$ cat src/rtl/core/drq_pkg.sv
// Shared types and constants for the deadline-ordered ready queue.
// Used by drq_store, drq_seq and the top level; depends on nothing else.
`default_nettype none

package drq_pkg;

    localparam int QUEUE_DEPTH = 8;
    localparam int AW          = (QUEUE_DEPTH > 1) ? $clog2(QUEUE_DEPTH) : 1;
    localparam int CW          = $clog2(QUEUE_DEPTH + 1);

    localparam logic [1:0] MODE_INSERT   = 2'd0;
    localparam logic [1:0] MODE_REMOVE   = 2'd1;
    localparam logic [1:0] MODE_REINSERT = 2'd2;

    localparam logic [7:0] BASE_PRIO_RST = 8'd31;

    typedef struct packed {
        logic [1:0]  mode;
        logic [7:0]  task_id;
        logic [31:0] deadline;
    } t_req;

    typedef struct packed {
        logic [7:0] entry_task;
        logic [7:0] entry_priority;
        logic [5:0] entry_rank;
        logic       last;
    } t_res;

    typedef struct packed {
        logic [7:0]  id;
        logic [31:0] dl;
    } t_slot;

    typedef struct packed {
        logic          rd_en;
        logic [AW-1:0] rd_addr;
        logic          wr_en;
        logic [AW-1:0] wr_addr;
        t_slot         wr_data;
    } t_mem_req;

endpackage

`default_nettype wire

$ cat src/rtl/core/drq_store.sv
// Queue storage: one synchronous memory of id and deadline pairs, one read and one write port.
// Read data is registered, so it appears in the cycle after the address. Depends on drq_pkg.
`default_nettype none

module drq_store (
    input  logic              i_clk,
    input  drq_pkg::t_mem_req i_mreq,
    output drq_pkg::t_slot    o_rd_data
);
    import drq_pkg::*;

    t_slot r_mem [QUEUE_DEPTH];
    t_slot r_rd_data;

    always_ff @(posedge i_clk) begin
        if (i_mreq.wr_en) begin
            r_mem[i_mreq.wr_addr] <= i_mreq.wr_data;
        end
        if (i_mreq.rd_en) begin
            r_rd_data <= r_mem[i_mreq.rd_addr];
        end
    end

    assign o_rd_data = r_rd_data;

endmodule

`default_nettype wire

$ cat src/rtl/core/drq_seq.sv
// Request sequencer: remove pass, insertion shift pass and ranked read-out over drq_store.
// Holds the occupancy count and the registered result. Depends on drq_pkg.
`default_nettype none

module drq_seq (
    input  logic              i_clk,
    input  logic              i_rst_n,
    input  logic              i_start,
    input  drq_pkg::t_req     i_req,
    input  logic [7:0]        i_base_prio,
    output logic              o_busy,
    output drq_pkg::t_mem_req o_mreq,
    input  drq_pkg::t_slot    i_rd_data,
    output logic              o_strobe,
    output drq_pkg::t_res     o_res
);
    import drq_pkg::*;

    typedef enum logic [2:0] {
        S_IDLE,
        S_REMOVE,
        S_PLACE,
        S_SHIFT,
        S_FRONT,
        S_EMIT
    } t_state;

    t_state        r_state, n_state;
    logic [CW-1:0] r_cnt, n_cnt;
    logic [AW-1:0] r_ptr, n_ptr;
    logic          r_iss, n_iss;
    logic          r_pend, n_pend;
    logic [AW-1:0] r_pidx, n_pidx;
    logic          r_found, n_found;
    logic          r_strobe, n_strobe;
    t_req          r_req, n_req;
    t_res          r_res, n_res;

    t_mem_req      mreq;
    logic [CW-1:0] cnt_last;
    logic [CW-1:0] ptr_ext;
    logic [CW-1:0] pidx_ext;
    logic [7:0]    rank8;
    logic [7:0]    prio;
    t_slot         new_slot;

    assign cnt_last = r_cnt - CW'(1);
    assign ptr_ext  = CW'(r_ptr);
    assign pidx_ext = CW'(r_pidx);
    assign rank8    = 8'(r_pidx);
    assign prio     = (i_base_prio > rank8) ? (i_base_prio - rank8) : 8'd0;
    assign new_slot = '{id: r_req.task_id, dl: r_req.deadline};

    always_comb begin
        n_state  = r_state;
        n_cnt    = r_cnt;
        n_ptr    = r_ptr;
        n_iss    = r_iss;
        n_found  = r_found;
        n_req    = r_req;
        n_res    = r_res;
        n_strobe = 1'b0;
        mreq         = '0;
        mreq.rd_addr = r_ptr;

        case (r_state)
            S_IDLE: begin
                n_ptr   = '0;
                n_iss   = 1'b1;
                n_found = 1'b0;
                if (i_start) begin
                    n_req = i_req;
                    case (i_req.mode)
                        MODE_INSERT:   n_state = S_PLACE;
                        MODE_REMOVE:   n_state = S_REMOVE;
                        MODE_REINSERT: n_state = S_REMOVE;
                        default:       n_state = S_EMIT;
                    endcase
                end
            end

            S_REMOVE: begin
                // Once the match is seen, every later entry moves down by one place.
                mreq.rd_en = r_iss;
                if (r_iss) begin
                    n_ptr = r_ptr + AW'(1);
                    if (ptr_ext == cnt_last) begin
                        n_iss = 1'b0;
                    end
                end
                if (r_pend) begin
                    if (r_found) begin
                        mreq.wr_en   = 1'b1;
                        mreq.wr_addr = r_pidx - AW'(1);
                        mreq.wr_data = i_rd_data;
                    end else if (i_rd_data.id == r_req.task_id) begin
                        n_found = 1'b1;
                    end
                end
                if ((r_cnt == '0) || (r_pend && (pidx_ext == cnt_last))) begin
                    if (n_found) begin
                        n_cnt = cnt_last;
                    end
                    n_state = (r_req.mode == MODE_REINSERT) ? S_PLACE : S_EMIT;
                    n_ptr   = '0;
                    n_iss   = 1'b1;
                end
            end

            S_PLACE: begin
                if (r_cnt == CW'(QUEUE_DEPTH)) begin
                    n_state = S_EMIT;
                    n_ptr   = '0;
                    n_iss   = 1'b1;
                end else if (r_cnt == '0) begin
                    n_state = S_FRONT;
                end else begin
                    n_state = S_SHIFT;
                    n_ptr   = AW'(cnt_last);
                    n_iss   = 1'b1;
                end
            end

            S_SHIFT: begin
                // Walk down from the tail, moving later deadlines up one place
                // until the new entry's slot is found.
                mreq.rd_en = r_iss;
                if (r_iss) begin
                    if (r_ptr == '0) begin
                        n_iss = 1'b0;
                    end else begin
                        n_ptr = r_ptr - AW'(1);
                    end
                end
                if (r_pend) begin
                    mreq.wr_en   = 1'b1;
                    mreq.wr_addr = r_pidx + AW'(1);
                    if (i_rd_data.dl > r_req.deadline) begin
                        mreq.wr_data = i_rd_data;
                        if (r_pidx == '0) begin
                            n_state = S_FRONT;
                            n_iss   = 1'b0;
                        end
                    end else begin
                        mreq.wr_data = new_slot;
                        n_cnt   = r_cnt + CW'(1);
                        n_state = S_EMIT;
                        n_ptr   = '0;
                        n_iss   = 1'b1;
                    end
                end
            end

            S_FRONT: begin
                mreq.wr_en   = 1'b1;
                mreq.wr_addr = '0;
                mreq.wr_data = new_slot;
                n_cnt   = r_cnt + CW'(1);
                n_state = S_EMIT;
                n_ptr   = '0;
                n_iss   = 1'b1;
            end

            S_EMIT: begin
                mreq.rd_en = r_iss && (r_cnt != '0);
                if (r_iss) begin
                    n_ptr = r_ptr + AW'(1);
                    if (ptr_ext == cnt_last) begin
                        n_iss = 1'b0;
                    end
                end
                if (r_cnt == '0) begin
                    n_state = S_IDLE;
                end
                if (r_pend) begin
                    n_strobe             = 1'b1;
                    n_res.entry_task     = i_rd_data.id;
                    n_res.entry_priority = prio;
                    n_res.entry_rank     = 6'(r_pidx);
                    n_res.last           = (pidx_ext == cnt_last);
                    if (pidx_ext == cnt_last) begin
                        n_state = S_IDLE;
                    end
                end
            end

            default: begin
                n_state = S_IDLE;
            end
        endcase

        // A read issued now returns next cycle; a change of state drops any read in flight.
        n_pend = mreq.rd_en && (n_state == r_state);
        n_pidx = r_ptr;
    end

    always_ff @(posedge i_clk) begin
        if (!i_rst_n) begin
            r_state  <= S_IDLE;
            r_cnt    <= '0;
            r_ptr    <= '0;
            r_iss    <= 1'b0;
            r_pend   <= 1'b0;
            r_pidx   <= '0;
            r_found  <= 1'b0;
            r_strobe <= 1'b0;
        end else begin
            r_state  <= n_state;
            r_cnt    <= n_cnt;
            r_ptr    <= n_ptr;
            r_iss    <= n_iss;
            r_pend   <= n_pend;
            r_pidx   <= n_pidx;
            r_found  <= n_found;
            r_strobe <= n_strobe;
            r_req    <= n_req;
            r_res    <= n_res;
        end
    end

    assign o_busy   = (r_state != S_IDLE);
    assign o_mreq   = mreq;
    assign o_strobe = r_strobe;
    assign o_res    = r_res;

endmodule

`default_nettype wire

$ cat src/rtl/core/deadline_ordered_ready_queue.sv
// Top level of the deadline-ordered ready queue: configuration register, sequencer and storage.
// Depends on drq_pkg, drq_store and drq_seq.
//
//  Channel   Signals                          Transfer
//  request   start, busy, i_req               start high while busy low
//  result    o_strobe, o_res                  one cycle per strobe, cannot be held off
//  config    i_cfg_valid, o_cfg_ready,        valid and ready both high
//            i_cfg_data (base priority)
//
// A request runs, as its mode asks, a remove pass, a placement (a decision step, the shift
// from the tail and a final write at the front) and a read-out, all through the single memory
// read port; busy falls together with the strobe of the last result, or with no strobe if the
// queue is empty, and the next request may start then.
// The queue is empty after reset; the base priority resets to 31.
// Configuration writes are taken only while busy is low.
`default_nettype none

module deadline_ordered_ready_queue (
    input  logic           i_clk,
    input  logic           i_rst_n,
    input  logic           start,
    output logic           busy,
    input  drq_pkg::t_req  i_req,
    output logic           o_strobe,
    output drq_pkg::t_res  o_res,
    input  logic           i_cfg_valid,
    output logic           o_cfg_ready,
    input  logic [7:0]     i_cfg_data
);
    import drq_pkg::*;

    logic [7:0] r_base_prio;
    t_mem_req   mreq;
    t_slot      rd_data;
    logic       seq_busy;

    always_ff @(posedge i_clk) begin
        if (!i_rst_n) begin
            r_base_prio <= BASE_PRIO_RST;
        end else if (i_cfg_valid && o_cfg_ready) begin
            r_base_prio <= i_cfg_data;
        end
    end

    assign o_cfg_ready = !seq_busy;
    assign busy        = seq_busy;

    drq_seq u_seq (
        .i_clk       (i_clk),
        .i_rst_n     (i_rst_n),
        .i_start     (start),
        .i_req       (i_req),
        .i_base_prio (r_base_prio),
        .o_busy      (seq_busy),
        .o_mreq      (mreq),
        .i_rd_data   (rd_data),
        .o_strobe    (o_strobe),
        .o_res       (o_res)
    );

    drq_store u_store (
        .i_clk     (i_clk),
        .i_mreq    (mreq),
        .o_rd_data (rd_data)
    );

`ifndef SYNTH
    a_strobe_in_request: assert property (@(posedge i_clk) disable iff (!i_rst_n)
        o_strobe |-> $past(busy))
        else $error("result strobe outside a request");

    a_start_goes_busy: assert property (@(posedge i_clk) disable iff (!i_rst_n)
        (i_rst_n && start && !busy) |=> busy)
        else $error("accepted request did not raise busy");

    a_last_ends_request: assert property (@(posedge i_clk) disable iff (!i_rst_n)
        (o_strobe && o_res.last) |-> !busy)
        else $error("busy still high after the last result");
`endif

endmodule

`default_nettype wire

$ cat config.mk
export PLATFORM = sky130hd
export DESIGN_NAME = deadline_ordered_ready_queue
export DESIGN_NICKNAME = d
export VERILOG_FILES = /design/src/rtl/core/drq_pkg.sv /design/src/rtl/core/drq_store.sv /design/src/rtl/core/drq_seq.sv /design/src/rtl/core/deadline_ordered_ready_queue.sv
export SDC_FILE = /design/constraint.sdc
export NUM_CORES = 1
export LEC_CHECK = 0
export BUFFER_PORTS_ARGS = -buffer_cell sky130_fd_sc_hd__buf_2
export CORE_MARGIN = 2
export CORE_UTILIZATION = 55
export DETAILED_ROUTE_END_ITERATION = 8
export GPL_ROUTABILITY_DRIVEN = 0
export PLACE_DENSITY = 0.81
export SYNTH_ARGS = -nofsm -noshare
export SYNTH_HDL_FRONTEND = slang
export SYNTH_SLANG_ARGS = --single-unit
$ cat constraint.sdc
create_clock -name i_clk -period 5.1 [get_ports i_clk]
set_input_delay 1.02 -clock i_clk [delete_from_list [all_inputs] [get_ports i_clk]]
set_output_delay 1.02 -clock i_clk [all_outputs]
set_load 0.01 [all_outputs]
==> summary.md <==
| Metric | Value |
|---|---|
| Status | completed |
| Area Overhead vs Synth | 12.71% |
| Final core utilization | 62.38% |
| Cell variety after synth | 58 |
| Residual DRC | 0 |
| MaxCap Viol Count | 0 |
| Setup TNS | 0 ns |
| ANT nets after route | 0 |
| Most common cell after layout, fill and taps aside | edfxtp_1 |
| Number of flops mapped to enable cells by yosys | 422 |
| CTS tree | done |
| Max VDD drop | 0.0003264 V |
| Pre-CTS setup slack | 1.039 ns |
| Final setup margin | 0.9321 ns |
| Clock latency on the worst-skew pair | 0.54 ns |
| Avg Synthesized Cell Area | 17.81 µm² |
| Syn Inst Count | 1034 |
| Die height | 187.0 µm |
| Hold Crit Class | register to register |
| Most frequent cells in the layout | edfxtp_1 (422), mux4_2 (80), buf_2 (76) |
| GRT overflow | 0 |
| Maximum clock path buffer count | 3 |
| Max-slew violations | 0 |
| Avg WL per Cell | 23.81 µm |
| Share of layout cells above drive strength 1 | 25.09% |
| Clock Sinks | 447 |
| Initial Utilization | 55.35% |
| Post-CTS setup buffer count | 0 |
| H-Tree Depth | 2 |
| Clock-pin slew on the worst setup and hold paths | 0.06 ns |
| PD cells | 480.7 nW/µm² |
| Worst Skew | 0.01311 ns |
| Largest net degree at the start of global routing | 59 |
| Netlist area before placement | 18420 µm² |
| Hold_buf cts | 0 |
| Chip width | 187.0 µm |
| Period utilization | 81.72% |
| HPWL Detailed | 22170 µm |
| Seq/Total Area, Yosys | 71.51% |
| Final net count | 1226 |
| Leak pwr | 0.007017 µW |
| Setup repair after global routing missed its margin | no |
| Core area | 33280 µm² |
| Die footprint | 34970 µm² |
| Main synth FF type | edfxtp_1 |
| Critical Path RT | 5.44 ns |
| Crit Path Max Fanout | 24 |
| Vias/cell | 6.143 |
| Final setup viols | 0 |
| Hold slack | 0.4917 ns |
| Worst Path Arrival | 4.51 ns |
| Worst setup EP type | register |
| Drt pass-1 iters | 5 |
| Initial antenna violation count | 0 |
| Crit path time final | 4.168 ns |
| Row cnt | 67 |
| Setup CP Type | register to register |
| Port Buffer Count | 76 |
| Final hold violation count | 0 |
| I/O Pins | 80 |
| TritonCTS Buffers | 44 |
| Tot GR Track Use | 22.03% |
| CTS root buf | clkbuf_16 |
| Largest cells by area after synthesis | edfxtp_1 (69%), mux4_2 (9.8%), ha_1 (2.9%), dfxtp_1 (2.7%), mux2_2 (2.6%) |
| Slew @ Worst Pin | 1.000 ns |
| Area leader, netlist | edfxtp_1 |
| Global-route wire length before repair | 58660 µm |
| Synth top area share | 68.80% |
| Slew HR | 32.70% |
| Via count | 9878 |
| Synth warnings | 0 |
| Drt total wl | 38290 µm |
| Iter 0 DRT Violations | 995 |
| Diodes inserted | 0 |
| Startpoint Class | register |
| Highest clock rate | 239.9 MHz |
| Share of flip-flops with an asynchronous set or reset | 0% |
| Post-CTS sizing | 0 |
| Seq cells post-synth | 447 |
| Number of global-route vias before repair | 9990 |
cells by family (layout without fill, tap and decap cells):
kind of cell	count (synthesis)	after routing	synth area share, %
adder cells (fa/ha/maj)	44	44	3.030
XOR/XNOR	24	24	1.216
buffers and inverters	95	219	2.140
flip-flops	447	447	71.51
AO/OA/AOI/OAI	136	136	5.169
multiplexers	125	125	12.52
other	1	3	0.02036
AND/OR/NAND/NOR	162	162	4.395
final cells by class:
class / count / area [µm²]
clock buffer: 59 / 1199
clock inverter: 19 / 140.1
fill: 2291 / 12520
inverter: 48 / 180.2
multi-input combinational: 494 / 4940
sequential: 447 / 13180
tap: 448 / 560.5
timing repair buffer: 93 / 558.0
path summary, 6_finish.rpt:
path	start	end	slack (ns)	cells past startpoint
max	u_store.o_rd_data[30]$_DFFE_PP_	u_store.r_mem[6][36]$_DFFE_PP_	0.93	8
min	r_base_prio[2]$_SDFFE_PN1P_	r_base_prio[2]$_SDFFE_PN1P_	0.49	2
max reg2reg	u_store.o_rd_data[30]$_DFFE_PP_	u_store.r_mem[6][36]$_DFFE_PP_	0.93	8
min reg2reg	r_base_prio[2]$_SDFFE_PN1P_	r_base_prio[2]$_SDFFE_PN1P_	0.49	2
routing by layer:
metal,GRT usage [%],wire (µm),vias to the layer above,share of wire [%]
met1,31.20,15730,4987,41
li1,-,-,4311,-
met2,35.63,18630,500,49
met5,0,0,-,0
met3,3.790,3059,80,8.0
met4,6.532,876,0,2.3
worst max-delay path: stages (launching register included):
cell and delay (ns):
edfxtp_1 0.41, ha_1 0.35, nand4_1 0.21, nor4_1 0.91
o31a_1 0.42, o21bai_1 0.22, o21ai_4 0.59, buf_4 0.48
a22o_1 0.36
Yosys cell counts (all sizes together) (12+ instances only):
cell type / number
dfxtp: 25
nand2: 41
nor2b: 12
clkbuf: 26
nand3: 16
inv: 48
buf: 21
edfxtp: 422
mux4: 80
mux2: 43
nor3: 16
o21ai: 23
ha: 43
nor2: 33
a22o: 42
xor2: 14
a21oi: 34
stage by stage:
step | instance area [µm²] | power (µW) | instances
2_1_floorplan | 18430 | 6404 | 1036
3_3_place_gp | 19420 | 6943 | 1530
3_5_place_dp | 19420 | 6991 | 1530
4_1_cts | 20760 | 10040 | 1608
5_1_grt | 20760 | 10390 | 1608
6_report | 20760 | 9980 | 1608
where the power goes:
part	leakage, µW	switching (µW)	total [µW]	internal (µW)
registers	0.00409	383	4830	4440
clock network	0.000653	1300	3050	1740
logic	0.00227	1070	2110	1040
state kept, by name (all words and copies together), names as in the netlist, 4 cells and up:
name,count
u_seq.r_cnt,4
u_seq.new_slot,40
r_base_prio,8
u_seq.o_res,20
u_store.o_rd_data,40
u_store.r_mem,320
No activity file was read; power rests on OpenSTA's default activity.
